<file path="config.mk">
export PLATFORM = sky130hd
export DESIGN_NAME = framed_command_handler
export DESIGN_NICKNAME = d
export VERILOG_FILES = /design/src/rtl/core/fch_pkg.sv /design/src/rtl/core/fch_front.sv /design/src/rtl/core/fch_queue.sv /design/src/rtl/core/fch_back.sv /design/src/rtl/core/framed_command_handler.sv
export VERILOG_INCLUDE_DIRS = /design/src /design/src/rtl/core
export SDC_FILE = /design/constraint.sdc
export NUM_CORES = 1
export LEC_CHECK = 0
export BUFFER_PORTS_ARGS = -buffer_cell sky130_fd_sc_hd__clkbuf_2
export CAP_MARGIN = 25
export CELL_PAD_IN_SITES_DETAIL_PLACEMENT = 1
export CELL_PAD_IN_SITES_GLOBAL_PLACEMENT = 1
export CORE_ASPECT_RATIO = 1.75
export CORE_MARGIN = 1
export CORE_UTILIZATION = 25
export CTS_BUF_LIST = sky130_fd_sc_hd__clkbuf_2 sky130_fd_sc_hd__clkbuf_4 sky130_fd_sc_hd__clkbuf_8
export CTS_CLUSTER_DIAMETER = 40
export DETAILED_ROUTE_END_ITERATION = 12
export PLACE_DENSITY = 0.52
export SETUP_SLACK_MARGIN = 0.3
export SYNTH_ARGS = -nofsm -noshare
export SYNTH_HDL_FRONTEND = slang
export SYNTH_HIERARCHICAL = 1
export SYNTH_SLANG_ARGS = --single-unit
</file>
<file path="constraint.sdc">
create_clock -name clk_i -period 8.55 [get_ports clk_i]
set_input_delay 0 -clock clk_i [delete_from_list [all_inputs] [get_ports clk_i]]
set_output_delay 0 -clock clk_i [all_outputs]
set_load 0.01 [all_outputs]
</file>
<file path="src/rtl/core/assert_macros.svh">
// Assertion macros shared by the framed command handler RTL.
// Needs no other file; included by modules that carry assertions.
`ifndef ASSERT_MACROS_SVH
`define ASSERT_MACROS_SVH

// Property must hold at every clock edge outside reset.
`define ASSERT_ALWAYS(lbl, clk, rstn, prop) \
  lbl: assert property (@(posedge clk) disable iff (!rstn) (prop)) \
    else $error("assertion failed");

// Property must never hold at a clock edge outside reset.
`define ASSERT_NEVER(lbl, clk, rstn, prop) \
  lbl: assert property (@(posedge clk) disable iff (!rstn) !(prop)) \
    else $error("forbidden condition seen");

`endif

</file>
<file path="src/rtl/core/fch_pkg.sv">
// Shared types and constants of the framed command handler.
// No dependencies; used by every module in rtl/core.
package fch_pkg;

  localparam logic [7:0] StartByteReset  = 8'h40;
  localparam logic [7:0] ReplyLenStatus  = 8'd7;
  localparam logic [7:0] ReplyLenTemp    = 8'd4;
  localparam logic [7:0] DevAllSet       = 8'hFF;
  localparam logic [7:0] DevAllClear     = 8'h00;
  localparam logic [3:0] AllDevices      = 4'hF;
  localparam int unsigned QueueDepthDefault = 2;
  localparam int unsigned IdxW = 4;
  localparam logic [IdxW-1:0] LastIdxStatus = 4'd8;
  localparam logic [IdxW-1:0] LastIdxTemp   = 4'd5;

  localparam logic [1:0] CmdClear  = 2'd0;
  localparam logic [1:0] CmdSet    = 2'd1;
  localparam logic [1:0] CmdStatus = 2'd2;
  localparam logic [1:0] CmdTemp   = 2'd3;

  typedef struct packed {
    logic       is_temp;
    logic [1:0] cmd;
    logic [3:0] dev;
    logic [7:0] temp;
    logic [7:0] start;
  } desc_t;

endpackage

</file>
<file path="src/rtl/core/fch_front.sv">
// Frame parser: hunts start bytes, accumulates checksum, updates devices.
// Depends on fch_pkg; pushes reply descriptors toward fch_queue.
module fch_front (
  input  logic          clk_i,
  input  logic          rst_ni,
  input  logic          cfg_we_i,
  input  logic [7:0]    cfg_wdata_i,
  input  logic          accept_i,
  input  logic [7:0]    rx_byte_i,
  input  logic [7:0]    temperature_i,
  output logic          push_o,
  output fch_pkg::desc_t push_data_o
);

  logic [7:0]  start_q;
  logic [8:0]  pos_q, pos_d;
  logic [7:0]  len_q, len_d;
  logic [7:0]  cmd_q, cmd_d;
  logic [15:0] sum_q, sum_d;
  logic [7:0]  chk_hi_q, chk_hi_d;
  logic [3:0]  set_q, set_d;
  logic [3:0]  clr_q, clr_d;
  logic [3:0]  dev_q, dev_d;
  logic [15:0] sum_add;
  logic [3:0]  dev_bit;
  logic        chk_ok;

  assign sum_add = sum_q + {8'd0, rx_byte_i};
  assign dev_bit = 4'b0001 << 2'(rx_byte_i - 8'd1);
  assign chk_ok  = ({chk_hi_q, rx_byte_i} == sum_q);

  always_comb begin
    pos_d       = pos_q;
    len_d       = len_q;
    cmd_d       = cmd_q;
    sum_d       = sum_q;
    chk_hi_d    = chk_hi_q;
    set_d       = set_q;
    clr_d       = clr_q;
    dev_d       = dev_q;
    push_o      = 1'b0;
    push_data_o = '0;
    if (accept_i) begin
      if (rx_byte_i == start_q) begin
        pos_d = 9'd1; len_d = '0; cmd_d = '0; sum_d = '0;
        chk_hi_d = '0; set_d = '0; clr_d = '0;
      end else if (pos_q == 9'd0) begin
        pos_d = pos_q;
      end else if (pos_q == 9'd1) begin
        len_d = rx_byte_i;
        sum_d = {8'd0, rx_byte_i};
        pos_d = 9'd2;
        if (rx_byte_i < 8'd3) begin
          pos_d = '0; len_d = '0; sum_d = '0;
        end
      end else if (pos_q == 9'd2) begin
        cmd_d = rx_byte_i;
        sum_d = sum_add;
        pos_d = 9'd3;
      end else if (pos_q < {1'b0, len_q}) begin
        sum_d = sum_add;
        if (rx_byte_i inside {[8'd1:8'd4]}) begin
          set_d = set_q | dev_bit;
          clr_d = clr_q | dev_bit;
        end else if (rx_byte_i == fch_pkg::DevAllSet) begin
          set_d = fch_pkg::AllDevices;
        end else if (rx_byte_i == fch_pkg::DevAllClear) begin
          clr_d = fch_pkg::AllDevices;
        end
        pos_d = pos_q + 9'd1;
      end else if (pos_q == {1'b0, len_q}) begin
        chk_hi_d = rx_byte_i;
        pos_d    = pos_q + 9'd1;
      end else begin
        if (chk_ok && cmd_q[7:2] == 6'd0) begin
          if (cmd_q[1:0] == fch_pkg::CmdSet) begin
            dev_d = dev_q | set_q;
          end else if (cmd_q[1:0] == fch_pkg::CmdClear) begin
            dev_d = dev_q & ~clr_q;
          end
          push_o              = 1'b1;
          push_data_o.is_temp = (cmd_q[1:0] == fch_pkg::CmdTemp);
          push_data_o.cmd     = cmd_q[1:0];
          push_data_o.dev     = dev_d;
          push_data_o.temp    = temperature_i;
          push_data_o.start   = start_q;
        end
        pos_d = '0; len_d = '0; cmd_d = '0; sum_d = '0;
        chk_hi_d = '0; set_d = '0; clr_d = '0;
      end
    end
  end

  always_ff @(posedge clk_i or negedge rst_ni) begin
    if (!rst_ni) begin
      start_q  <= fch_pkg::StartByteReset;
      pos_q    <= '0;
      len_q    <= '0;
      cmd_q    <= '0;
      sum_q    <= '0;
      chk_hi_q <= '0;
      set_q    <= '0;
      clr_q    <= '0;
      dev_q    <= '0;
    end else begin
      if (cfg_we_i) begin
        start_q <= cfg_wdata_i;
      end
      pos_q    <= pos_d;
      len_q    <= len_d;
      cmd_q    <= cmd_d;
      sum_q    <= sum_d;
      chk_hi_q <= chk_hi_d;
      set_q    <= set_d;
      clr_q    <= clr_d;
      dev_q    <= dev_d;
    end
  end

endmodule

</file>
<file path="src/rtl/core/fch_queue.sv">
// Small descriptor FIFO between the parser and the reply serializer.
// Depends on fch_pkg and assert_macros.svh.
`include "assert_macros.svh"
module fch_queue #(
  parameter int unsigned Depth = fch_pkg::QueueDepthDefault
) (
  input  logic           clk_i,
  input  logic           rst_ni,
  input  logic           push_i,
  input  fch_pkg::desc_t push_data_i,
  input  logic           pop_i,
  output logic           full_o,
  output logic           valid_o,
  output fch_pkg::desc_t head_o
);

  localparam int unsigned PtrW = $clog2(Depth);
  localparam int unsigned CntW = $clog2(Depth + 1);
  localparam logic [PtrW-1:0] PtrLast = PtrW'(Depth - 1);
  localparam logic [CntW-1:0] CntFull = CntW'(Depth);

  fch_pkg::desc_t mem_q [Depth];
  logic [PtrW-1:0] wr_ptr_q, rd_ptr_q;
  logic [CntW-1:0] cnt_q;

  assign full_o  = (cnt_q == CntFull);
  assign valid_o = (cnt_q != '0);
  assign head_o  = mem_q[rd_ptr_q];

  always_ff @(posedge clk_i) begin
    if (push_i) begin
      mem_q[wr_ptr_q] <= push_data_i;
    end
  end

  always_ff @(posedge clk_i or negedge rst_ni) begin
    if (!rst_ni) begin
      wr_ptr_q <= '0;
      rd_ptr_q <= '0;
      cnt_q    <= '0;
    end else begin
      if (push_i) begin
        wr_ptr_q <= (wr_ptr_q == PtrLast) ? '0 : wr_ptr_q + 1'b1;
      end
      if (pop_i) begin
        rd_ptr_q <= (rd_ptr_q == PtrLast) ? '0 : rd_ptr_q + 1'b1;
      end
      if (push_i && !pop_i) begin
        cnt_q <= cnt_q + 1'b1;
      end else if (!push_i && pop_i) begin
        cnt_q <= cnt_q - 1'b1;
      end
    end
  end

  `ASSERT_NEVER(a_push_when_full, clk_i, rst_ni, push_i && full_o)
  `ASSERT_NEVER(a_pop_when_empty, clk_i, rst_ni, pop_i && !valid_o)

endmodule

</file>
<file path="src/rtl/core/fch_back.sv">
// Reply serializer: walks one descriptor into 6 or 9 reply bytes.
// Depends on fch_pkg and assert_macros.svh; reads the head of fch_queue.
`include "assert_macros.svh"
module fch_back (
  input  logic           clk_i,
  input  logic           rst_ni,
  input  logic           head_valid_i,
  input  fch_pkg::desc_t head_i,
  output logic           pop_o,
  output logic           m_valid_o,
  input  logic           m_ready_i,
  output logic [7:0]     m_byte_o,
  output logic           m_last_o,
  output logic [3:0]     m_dev_o
);

  logic [fch_pkg::IdxW-1:0] idx_q;
  logic [fch_pkg::IdxW-1:0] last_idx;
  logic       valid_q;
  logic [7:0] byte_q, byte_sel;
  logic       last_q;
  logic [3:0] dev_q;
  logic       load;
  logic       is_last;
  logic [7:0] status_sum, temp_sum;

  assign last_idx = head_i.is_temp ? fch_pkg::LastIdxTemp : fch_pkg::LastIdxStatus;
  assign is_last  = (idx_q == last_idx);
  assign load     = head_valid_i && (!valid_q || m_ready_i);
  assign pop_o    = load && is_last;

  assign status_sum = fch_pkg::ReplyLenStatus + {6'd0, head_i.cmd}
                    + {7'd0, head_i.dev[0]} + {7'd0, head_i.dev[1]}
                    + {7'd0, head_i.dev[2]} + {7'd0, head_i.dev[3]};
  assign temp_sum   = fch_pkg::ReplyLenTemp + {6'd0, fch_pkg::CmdTemp} + head_i.temp;

  always_comb begin
    byte_sel = '0;
    if (head_i.is_temp) begin
      case (idx_q)
        4'd0:    byte_sel = head_i.start;
        4'd1:    byte_sel = fch_pkg::ReplyLenTemp;
        4'd2:    byte_sel = {6'd0, head_i.cmd};
        4'd3:    byte_sel = head_i.temp;
        4'd5:    byte_sel = temp_sum;
        default: byte_sel = '0;
      endcase
    end else begin
      case (idx_q)
        4'd0:    byte_sel = head_i.start;
        4'd1:    byte_sel = fch_pkg::ReplyLenStatus;
        4'd2:    byte_sel = {6'd0, head_i.cmd};
        4'd3:    byte_sel = {7'd0, head_i.dev[0]};
        4'd4:    byte_sel = {7'd0, head_i.dev[1]};
        4'd5:    byte_sel = {7'd0, head_i.dev[2]};
        4'd6:    byte_sel = {7'd0, head_i.dev[3]};
        4'd8:    byte_sel = status_sum;
        default: byte_sel = '0;
      endcase
    end
  end

  always_ff @(posedge clk_i or negedge rst_ni) begin
    if (!rst_ni) begin
      valid_q <= 1'b0;
      idx_q   <= '0;
    end else begin
      if (load) begin
        valid_q <= 1'b1;
        idx_q   <= is_last ? '0 : idx_q + 1'b1;
      end else if (m_ready_i) begin
        valid_q <= 1'b0;
      end
    end
  end

  always_ff @(posedge clk_i) begin
    if (load) begin
      byte_q <= byte_sel;
      last_q <= is_last;
      dev_q  <= head_i.dev;
    end
  end

  assign m_valid_o = valid_q;
  assign m_byte_o  = byte_q;
  assign m_last_o  = last_q;
  assign m_dev_o   = dev_q;

  `ASSERT_ALWAYS(a_idx_restart, clk_i, rst_ni, pop_o |=> idx_q == '0)
  `ASSERT_ALWAYS(a_idx_range, clk_i, rst_ni, idx_q <= fch_pkg::LastIdxStatus)

endmodule

</file>
<file path="src/rtl/core/framed_command_handler.sv">
// Top level of the framed command handler: parser, descriptor queue, serializer.
// Depends on fch_pkg, fch_front, fch_queue and fch_back.
//
// Input stream carries received bytes with the current temperature reading.
// Frames are: start byte, length, command, data bytes, checksum high, low.
// The parser takes one byte per cycle while tready is high. A frame with a
// good checksum and a command of 0..3 queues one reply descriptor on its
// final byte. The serializer turns a descriptor into 9 bytes (commands 0..2)
// or 6 bytes (command 3), one byte per cycle while the receiver is ready,
// tlast on the final byte. The first reply byte passes through the
// descriptor queue and the output register before it is valid.
// Input tready drops only while the descriptor queue (QueueDepth entries)
// is full, which happens when the receiver stalls or frames close faster
// than replies drain. A stalled output holds its byte; the parser keeps
// running until the queue fills.
// The start byte register is written by cfg_we_i/cfg_wdata_i, reset 0x40.
// Reset clears the parser, the queue, the output valid flag and all devices.
module framed_command_handler #(
  parameter int unsigned QueueDepth = fch_pkg::QueueDepthDefault
) (
  input  logic        clk_i,
  input  logic        rst_ni,
  input  logic        cfg_we_i,
  input  logic [7:0]  cfg_wdata_i,
  input  logic        s_axis_tvalid_i,
  output logic        s_axis_tready_o,
  input  logic [15:0] s_axis_tdata_i,  // [7:0] rx_byte, [15:8] temperature
  output logic        m_axis_tvalid_o,
  input  logic        m_axis_tready_i,
  output logic [15:0] m_axis_tdata_o,  // [7:0] tx_byte, [11:8] device_state, [15:12] zero
  output logic        m_axis_tlast_o   // last_byte
);

  logic           accept;
  logic           push, pop, full, head_valid;
  fch_pkg::desc_t push_data, head;
  logic [7:0]     tx_byte;
  logic [3:0]     dev_state;

  assign s_axis_tready_o = !full;
  assign accept          = s_axis_tvalid_i && !full;

  fch_front u_front (
    .clk_i        (clk_i),
    .rst_ni       (rst_ni),
    .cfg_we_i     (cfg_we_i),
    .cfg_wdata_i  (cfg_wdata_i),
    .accept_i     (accept),
    .rx_byte_i    (s_axis_tdata_i[7:0]),
    .temperature_i(s_axis_tdata_i[15:8]),
    .push_o       (push),
    .push_data_o  (push_data)
  );

  fch_queue #(.Depth(QueueDepth)) u_queue (
    .clk_i      (clk_i),
    .rst_ni     (rst_ni),
    .push_i     (push),
    .push_data_i(push_data),
    .pop_i      (pop),
    .full_o     (full),
    .valid_o    (head_valid),
    .head_o     (head)
  );

  fch_back u_back (
    .clk_i       (clk_i),
    .rst_ni      (rst_ni),
    .head_valid_i(head_valid),
    .head_i      (head),
    .pop_o       (pop),
    .m_valid_o   (m_axis_tvalid_o),
    .m_ready_i   (m_axis_tready_i),
    .m_byte_o    (tx_byte),
    .m_last_o    (m_axis_tlast_o),
    .m_dev_o     (dev_state)
  );

  assign m_axis_tdata_o = {4'd0, dev_state, tx_byte};

endmodule
</file>
==> run metrics, run 1 <==
first-pass GRT wire length 35900 µm; #FFs+latches synth 137; largest net degree at the start of global routing 67; initial antenna violation count 1; drt first pass iters 4; Leakage 3.81 nW; DRC errors left 0; top cell type's share of synthesized area 24.8%; TritonCTS Sinks 137; commonest non-fill, non-tap cell in the layout dfrtp_1; CP max FO 27; area grow syn2layout 16.4%; Flop pwr share 38.4%; die width 135 µm; Final Hold Fails 0; vias in the first global route 6313; Max VDD drop 129 µV; post-synthesis sequential area ratio 47.9%; Final Cycle Share 39.1%; Worst Setup EP u_queue/mem_q[1][21]; total power 0.00225 W; Die Area 31800 µm²; WP data required 8.73 ns; Crit Path Class reg -> reg; Initial DRC Count 216; ys flop type dfrtp_1; CTS clock-pin slew for the worst setup and hold paths 0.09 ns; critical path launch point type register; CTS tree built; Slew HR 32.5%; Placement Cell Area 8360 µm²; WP data arrival 3.53 ns; antenna-violating nets left 0; post-DR vias/cell 4.85; switching fraction of total power 41.6%; Hold Crit Class in -> reg; most frequent cells in the layout dfrtp_1, edfxtp_1, nand2_1, clkbuf_2, nor2_1; clock group share of total power 21.5%; GR Util All Layers 15.1%; input/output buffers 43; worst slew pin tran 1.01 ns; Mean Syn Cell Area 10.7 µm²; placer's final routability congestion estimate 0.781; worst flop-to-flop path endpoint u_queue/mem_q[1][21]; dpl hpwl 17300 µm; Top Ports 48; CP max-delay cell and2_1; share of cells above drive strength 1 15.6%; WL/cell 18.9 µm; number of flops mapped to enable cells by yosys 59; Post-synth ARST share 56.9%; PwrDens 249 nW/µm²; Final #Nets 864; synth top area cells dfrtp_1, edfxtp_1, ha_1; RSZ-0062 raised after global routing false; Critical Path Sink Type register; Fin Setup TNS 0 ns; Die Ht 235 µm; Sw Pwr 0.000937 W; P_int 0.00131 W; DR vias 5840; crit path cell chain ha_1, nand4b_2, a211oi_1, o21ai_1, buf_4, nor4_2, buf_4, and2_1, buf_8; Clock Skews 0.0154 ns; Critical R2R Launch u_front/pos_q[7]; status finished, final reports clean; total CTS buffers 17; Netlist Area Pre-Place 7770 µm²; most frequent CP cell buf_4; Core Rows 85; Mapped Cells 726; combinational share of power 40.1%; Max-cap violations 0; r2r setup slk 5.20 ns; worst skew pair latency 0.48 ns; Root Driver clkbuf_8; Final setup violation count 0; clock buffer depth 2; Distinct cells, synth 68; Core Box Area 30600 µm²; Ys Warns 6; Final Non-Filler Cells 1205; Achievable Freq 299 MHz; FF-to-FF path depth 9; total wire length 22700 µm; Placed Cells incl. Taps 1138; Crit path largest cell delay 0.60 ns; Layout Utilization 29.6%; Initial Util 25.4%; crit path time final 3.35 ns; Setup crit start u_front/pos_q[7]; grt ovf 0; Max Slew Vio Count 0; Post-CTS Setup Bufs 0; CTS H-tree lvls 4; fin area 9050 µm²; post-synth top area cell dfrtp_1
## power by group through the flow
stage | Sequential (W) | Combinational (W) | Clock (W)
finish | 0.000865 | 0.000903 | 0.000483
global route | 0.000876 | 0.00100 | 0.000531
CTS | 0.000866 | 0.000903 | 0.000510
detailed placement | 0.000879 | 0.000882 | 0
global placement | 0.000876 | 0.000881 | 0
floorplan | 0.000838 | 0.000656 | 0
## routing by layer
layer / vias to the layer above / share of wire [%] / track usage, %
met1: 2932 / 37 / 15.0
met4: 0 / 2.6 / 6.57
li1: 2798 / - / -
met5: - / 0 / 0
met3: 33 / 2.5 / 2.78
met2: 77 / 58 / 29.6
## how the worst min path moves through the flow
stage / start / cells past startpoint / slack (ns) / endpoint
after floorplan: rst_ni / 0 / -0.30 / u_back/idx_q[0]
after global placement: rst_ni / 1 / -0.13 / u_front/sum_q[12]
after CTS: s_axis_tdata_i[1] / 2 / 0.04 / u_front/cmd_q[1]
after detailed placement: rst_ni / 1 / -0.13 / u_front/sum_q[12]
after global routing: s_axis_tdata_i[1] / 2 / 0.07 / u_front/cmd_q[1]
final: s_axis_tdata_i[1] / 2 / 0.07 / u_front/cmd_q[1]
## synthesized netlist by cell type, drive strengths merged (14+ instances only)
cell type   n
o21ai      42
inv        39
mux2       31
nor2       40
edfxtp     59
xor2       26
clkbuf     17
nand2      58
o31ai      18
nor3       15
and2       24
buf        16
ha         31
dfrtp      77
a22o       15
nor4       14
a21oi      39
## state kept, by name, summed over array words and instances (netlist names)
signal            cells
u_queue/rd_ptr_q      1
u_front/len_q         8
u_back/m_last_o       1
u_back/m_valid_o      1
u_front/cmd_q         8
u_queue/mem_q        46
u_front/start_q       8
u_front/dev_q         4
u_front/set_q         4
u_front/chk_hi_q      8
u_back/m_byte_o       8
u_front/pos_q         9
u_back/m_dev_o        4
u_back/idx_q          4
u_front/clr_q         4
u_queue/cnt_q         2
u_front/sum_q        16
u_queue/wr_ptr_q      1
## kinds of logic after synthesis
| family | after synthesis | share of synthesized area [%] |
|---|---|---|
| other | 1 | 0.0482 |
| XOR/XNOR | 34 | 3.83 |
| flip-flops | 137 | 47.9 |
| adder cells (fa/ha/maj) | 34 | 5.76 |
| buffers and inverters | 72 | 4.54 |
| multiplexers | 40 | 6.57 |
| AO/OA/AOI/OAI | 175 | 15.0 |
| AND/OR/NAND/NOR | 233 | 16.3 |
## repair_timing
| action | CTS | global route |
|---|---|---|
| endpoints found under the setup margin | 0 | 0 |
| resized for setup | 0 | 0 |
| endpoints found under the hold margin | 122 | 0 |
| hold buffers | 34 | 0 |
## layout make-up
cell class                 instances  area (µm²)
sequential                       137        3720
multi-input combinational        520        3720
fill                            3463       21600
tap                              391         489
clock buffer                      18         241
inverter                          39         146
clock inverter                    13        98.8
antenna                            1        2.50
timing repair buffer              86         633
## stage by stage
| step | hold slack (ns) | setup WS, ns |
|---|---|---|
| 6_report | 0.0698 | 5.20 |
| 5_1_grt | 0.0687 | 4.94 |
| 4_1_cts | 0.0356 | 5.15 |
| 3_5_place_dp | -0.132 | 5.17 |
| 3_3_place_gp | -0.130 | 5.04 |
| 2_1_floorplan | -0.296 | 4.77 |
## critical path: cells and delay by family, from the launching register on
| family | cells | cell delay [ns] |
|---|---|---|
| buffers and inverters | 3 | 0.71 |
| flip-flops | 1 | 0.46 |
| AO/OA/AOI/OAI | 2 | 0.43 |
| AND/OR/NAND/NOR | 3 | 1.06 |
| adder cells (fa/ha/maj) | 1 | 0.36 |
Power figures use the tool's default switching activity.
==> run 2, diff against run 1 <==
- clock period: 8.55 -> 3.3 ns (I/O delays scaled with it)
==> run 2 against run 1 <==
- sequential cell count stayed put
- first-iteration DRC count is 47% higher
- wire length is 2.4% higher
- clock power grew to 3.0 times the previous value
- clock-buffer cell count stayed put
- critical path depth stayed put
- register-to-register slack worse by 4.8 ns
- critical path type unchanged
- highest routed layer unchanged
==> run metrics, run 2 (synthesis gave the netlist of run 1 again) <==
Largest regs u_queue/mem_q (46), u_front/sum_q (16), u_front/pos_q (9); die width 135 µm; r2r setup slk 0.43 ns; critical path launch point type register; Core Box Area 30600 µm²; TritonCTS Sinks 137; area grow syn2layout 20.9%; Slew HR 49.0%; Setup crit start u_front/sum_q[0]; Fin Setup TNS 0 ns; antenna-violating nets left 0; WP data arrival 3.05 ns; total power 0.00624 W; Die Ht 235 µm; Core Rows 85; CP max FO 23; Critical Path Sink Type register; DR vias 5975; status finished, final reports clean; FF-to-FF path depth 9; Achievable Freq 349 MHz; Top reg by flops u_queue/mem_q; CTS clock-pin slew for the worst setup and hold paths 0.08 ns; drt first pass iters 6; Worst Setup EP u_queue/mem_q[0][17]; CTS tree built; total CTS buffers 17; Final Non-Filler Cells 1234; Crit. path cell count 9; largest net degree at the start of global routing 50; Placement Cell Area 8600 µm²; Max-cap violations 0; crit path cell chain ha_1, or4_1, nor4_4, buf_4, nand3_1, nor4_4, buf_4, nor2b_4, buf_12; Initial DRC Count 317; worst skew pair latency 0.48 ns; WL/cell 18.9 µm; Final #Nets 892; input/output buffers 43; Final setup violation count 0; PwrDens 663 nW/µm²; max FFs per register 46; CP Buf/Inv Count 3; Clock Skews 0.0114 ns; Initial Util 25.4%; Placed Cells incl. Taps 1166; Max Slew Vio Count 0; met1 wire length 8220 µm; met3 routed WL 497 µm; Crit Path Class reg -> reg; Final Hold Fails 0; Max VDD drop 269 µV; worst slew pin tran 0.760 ns; most frequent cells in the layout dfrtp_1, edfxtp_1, nand2_1, clkbuf_2, nor2_1; vias in the first global route 6673; Layout Utilization 30.7%; share of cells above drive strength 1 19.4%; dpl hpwl 18000 µm; max layer used met4; grt ovf 0; first-pass GRT wire length 37100 µm; Hold Crit Class in -> async; Crit path largest cell delay 0.58 ns; Top Ports 48; WP data required 3.48 ns; RSZ-0062 raised after global routing false; GR Util All Layers 15.7%; Root Driver clkbuf_8; clock buffer depth 2; CTS H-tree lvls 4; Final Cycle Share 86.9%; worst flop-to-flop path endpoint u_queue/mem_q[0][17]; post-DR vias/cell 4.84; Leakage 3.98 nW; CP max-delay cell or4_1; fin area 9400 µm²; commonest non-fill, non-tap cell in the layout dfrtp_1; DRC errors left 0; met2 WL 13600 µm; Die Area 31800 µm²; placer's final routability congestion estimate 0.875; CP top delay family simple AND/OR/NAND/NOR gates; Critical R2R Launch u_front/sum_q[0]; initial antenna violation count 1; Layout fillers 3498; total wire length 23300 µm; crit path time final 2.87 ns
run 2: changes by cell type in the layout (fill, tap and decap cells not counted), sizes merged:
cell	previous run	this run
buf	10	39
bufinv	0	3
clkinv	7	6
dlygate4sd3	34	33
clkinvlp	2	4
inv	43	40
run 2: area by class of cell:
type / count / area, µm² / share of cell area [%]
multi-input cells: 520 / 3750 / 39.9
flip-flops and latches: 137 / 3730 / 39.6
repair buffers: 114 / 862 / 9.17
well taps: 391 / 489 / 5.21
clock buffers: 18 / 241 / 2.57
clock inverters: 14 / 176 / 1.88
inverters: 39 / 146 / 1.56
diodes: 1 / 2.50 / 0.0266
run 2: worst register-to-register path, stage by stage (launching register included):
cell and delay [ns]:
dfrtp_1 0.39, ha_1 0.29, or4_1 0.58, nor4_4 0.26, buf_4 0.17, nand3_1 0.10, nor4_4 0.24, buf_4 0.18
nor2b_4 0.16, buf_12 0.19
run 2: how the worst min path moves through the flow:
stage | start | endpoint | cells after the start
5_1_grt | s_axis_tdata_i[5] | u_front/len_q[5] | 4
3_5_place_dp | rst_ni | u_front/cmd_q[3] | 1
4_1_cts | s_axis_tdata_i[5] | u_front/len_q[5] | 4
3_3_place_gp | rst_ni | u_front/cmd_q[1] | 1
6_report | rst_ni | u_front/cmd_q[3] | 2
2_1_floorplan | rst_ni | u_back/idx_q[0] | 0
run 2: where the power goes:
part / switching (W) / internal (W) / total (W)
sequential: 0.000229 / 0.00201 / 0.00224
clock: 0.000715 / 0.000758 / 0.00147
combinational: 0.00154 / 0.000984 / 0.00253
run 2: stage by stage:
step	hold slack, ns	worst slack (ns)
after floorplan	-0.296	0.360
after global placement	0.0914	0.270
after detailed placement	0.0915	0.242
after CTS	0.0583	0.330
after global routing	0.0879	0.300
final	0.101	0.431
run 2: what timing repair did:
item / in CTS / in global routing
setup buffers: 1 / 1
gates resized for setup: 1 / 10
hold endpoints to repair: 86 / 0
endpoints found under the setup margin: 54 / 46
hold buffers: 33 / 0
pin swaps: 1 / 2
cloned: 0 / 0
run 2: routing by layer:
metal | up-vias | GRT usage [%]
li1 | 2858 | -
met1 | 2984 | 15.0
met2 | 90 | 30.6
met3 | 43 | 2.99
met4 | 0 | 8.21
met5 | - | 0
==> run 3, diff against run 2 <==
- RECOVER_POWER: default -> 100
==> run 3 against run 2 <==
- maximum frequency decreased by 5.0%
- global-route usage unchanged
- clock-buffer cell count unchanged
- worst setup slack got worse by 0.15 ns
- hold slack improved by 0.012 ns
- sequential cell count unchanged
- highest routed layer unchanged
==> run metrics, run 3 (synthesis gave the netlist of run 1 again) <==
CP max FO 23; antenna-violating nets left 0; input/output buffers 43; grt ovf 0; crit path time final 3.02 ns; critical path launch point type register; CP max-delay cell or4_1; Initial Util 25.4%; Leakage 3.89 nW; Worst Slack Setup Final 0.281 ns; hold endpoint u_front/len_q[5]; share of cells above drive strength 1 15.3%; Fin Setup TNS 0 ns; Placement Cell Area 8600 µm²; total CTS buffers 17; commonest non-fill, non-tap cell in the layout dfrtp_1; Final #Nets 892; max FFs per register 46; most frequent cells in the layout dfrtp_1, edfxtp_1, nand2_1, nor2_1, inv_1; Critical Path Sink Type register; WL/cell 18.9 µm; WP data arrival 3.20 ns; P_int 0.00371 W; DR vias 5989; clock buffer depth 2; r2r setup slk 0.28 ns; Initial DRC Count 329; status finished, final reports clean; Critical R2R Launch u_front/sum_q[0]; CP top delay family simple AND/OR/NAND/NOR gates; clock group share of total power 23.8%; Final Cycle Share 91.5%; vias in the first global route 6673; Root Driver clkbuf_8; Final Hold Fails 0; CTS clock-pin slew for the worst setup and hold paths 0.08 ns; CP Buf/Inv Count 3; Crit path largest cell delay 0.53 ns; FF-to-FF path depth 9; Sw Pwr 0.00247 W; first-pass GRT wire length 37100 µm; Final setup violation count 0; Crit Path Class reg -> reg; dpl hpwl 18000 µm; total wire length 23300 µm; WP data required 3.48 ns; Flop pwr share 36.1%; worst slew pin tran 1.33 ns; area grow syn2layout 19.4%; Max-cap violations 0; DRC errors left 0; CTS tree built; Place WS 0.242 ns; Top Ports 48; fin area 9280 µm²; GR Util All Layers 15.7%; Hold Startpoint s_axis_tdata_i[5]; Die Ht 235 µm; combinational share of power 40.0%; Core Box Area 30600 µm²; Largest regs u_queue/mem_q (46), u_front/sum_q (16), u_front/pos_q (9); crit path cell chain ha_1, or4_1, nor4_1, clkbuf_1, nand3_1, nor4_4, buf_4, and2_2, buf_12; Clock Skews 0.0121 ns; Slew HR 11.2%; CTS H-tree lvls 4; post-DR vias/cell 4.85; worst skew pair latency 0.48 ns; Core Rows 85; largest net degree at the start of global routing 50; worst flop-to-flop path endpoint u_queue/mem_q[1][17]; drt first pass iters 6; placer's final routability congestion estimate 0.875; Max Slew Vio Count 0; Max VDD drop 267 µV; die width 135 µm; initial antenna violation count 1; Die Area 31800 µm²; Top reg by flops u_queue/mem_q; TritonCTS Sinks 137; RSZ-0062 raised after global routing false; Layout fillers 3508; Achievable Freq 331 MHz; PwrDens 666 nW/µm²; Hold Path Depth 4; switching fraction of total power 40.0%; Hold Crit Class in -> reg
[run 3: cell count changes in the layout (fill, tap and decap cells not counted), sizes merged]
cell / before / now
buf: 39 / 29
clkbuf: 60 / 70
[run 3: area by class of cell]
cell class / instances / area [µm²] / area share (%)
repair buffers: 114 / 810 / 8.72
clock inverters: 14 / 176 / 1.90
flip-flops and latches: 137 / 3730 / 40.1
diodes: 1 / 2.50 / 0.0270
well taps: 391 / 489 / 5.27
inverters: 39 / 146 / 1.58
clock buffers: 18 / 241 / 2.60
multi-input cells: 520 / 3690 / 39.8
[run 3: worst max path at each step]
stage                                start                   end  slack (ns)  cells past startpoint
after detailed placement  u_front/sum_q[0]  u_queue/mem_q[0][19]        0.24                      8
after global routing      u_front/pos_q[2]   u_front/chk_hi_q[6]        0.15                      6
after CTS                 u_queue/rd_ptr_q    u_back/m_byte_o[3]        0.33                     11
final                     u_front/sum_q[0]  u_queue/mem_q[1][17]        0.28                      9
after floorplan           u_queue/rd_ptr_q    u_back/m_byte_o[2]        0.36                     12
after global placement    u_front/sum_q[0]  u_queue/mem_q[0][18]        0.27                      8
[run 3: per-stage QoR]
stage                     hold WS [ns]  utilization [%]  total power [W]  instances
after CTS                       0.0583             30.6          0.00632       1232
after floorplan                 -0.296                -          0.00388        729
after detailed placement        0.0915             28.1          0.00476       1166
after global placement          0.0914             28.1          0.00474       1166
after global routing            0.0882             30.3          0.00662       1234
final                            0.113             30.3          0.00618       1234
[run 3: power by group through the flow]
stage          clock network, W  logic (W)  registers [W]
2_1_floorplan                 0    0.00171        0.00217
3_3_place_gp                  0    0.00247        0.00227
3_5_place_dp                  0    0.00249        0.00227
4_1_cts                 0.00154    0.00254        0.00224
5_1_grt                 0.00160    0.00276        0.00227
6_report                0.00147    0.00247        0.00223
[run 3: per-layer routing]
metal | part of all wire, % | track usage, % | vias up
met4 | 3.9 | 8.21 | 0
li1 | - | - | 2854
met2 | 59 | 30.6 | 86
met1 | 36 | 15.0 | 3008
met3 | 2.0 | 2.99 | 41
met5 | 0 | 0 | -
[run 3: worst reg2reg max path: cells and delay by family (launching register included)]
kind	cells	cell delay, ns
DFF	1	0.39
adders and majority gates	1	0.29
buffers and inverters	3	0.58
and+or+nand+nor	5	1.44
[run 3: what timing repair did]
action | 4_1_cts | 5_1_grt
endpoints found under the hold margin | 86 | 0
pin swaps | 1 | 2
setup buffers | 1 | 1
resized for setup | 1 | 10
setup endpoints to repair | 54 | 46
hold buffers | 33 | 0
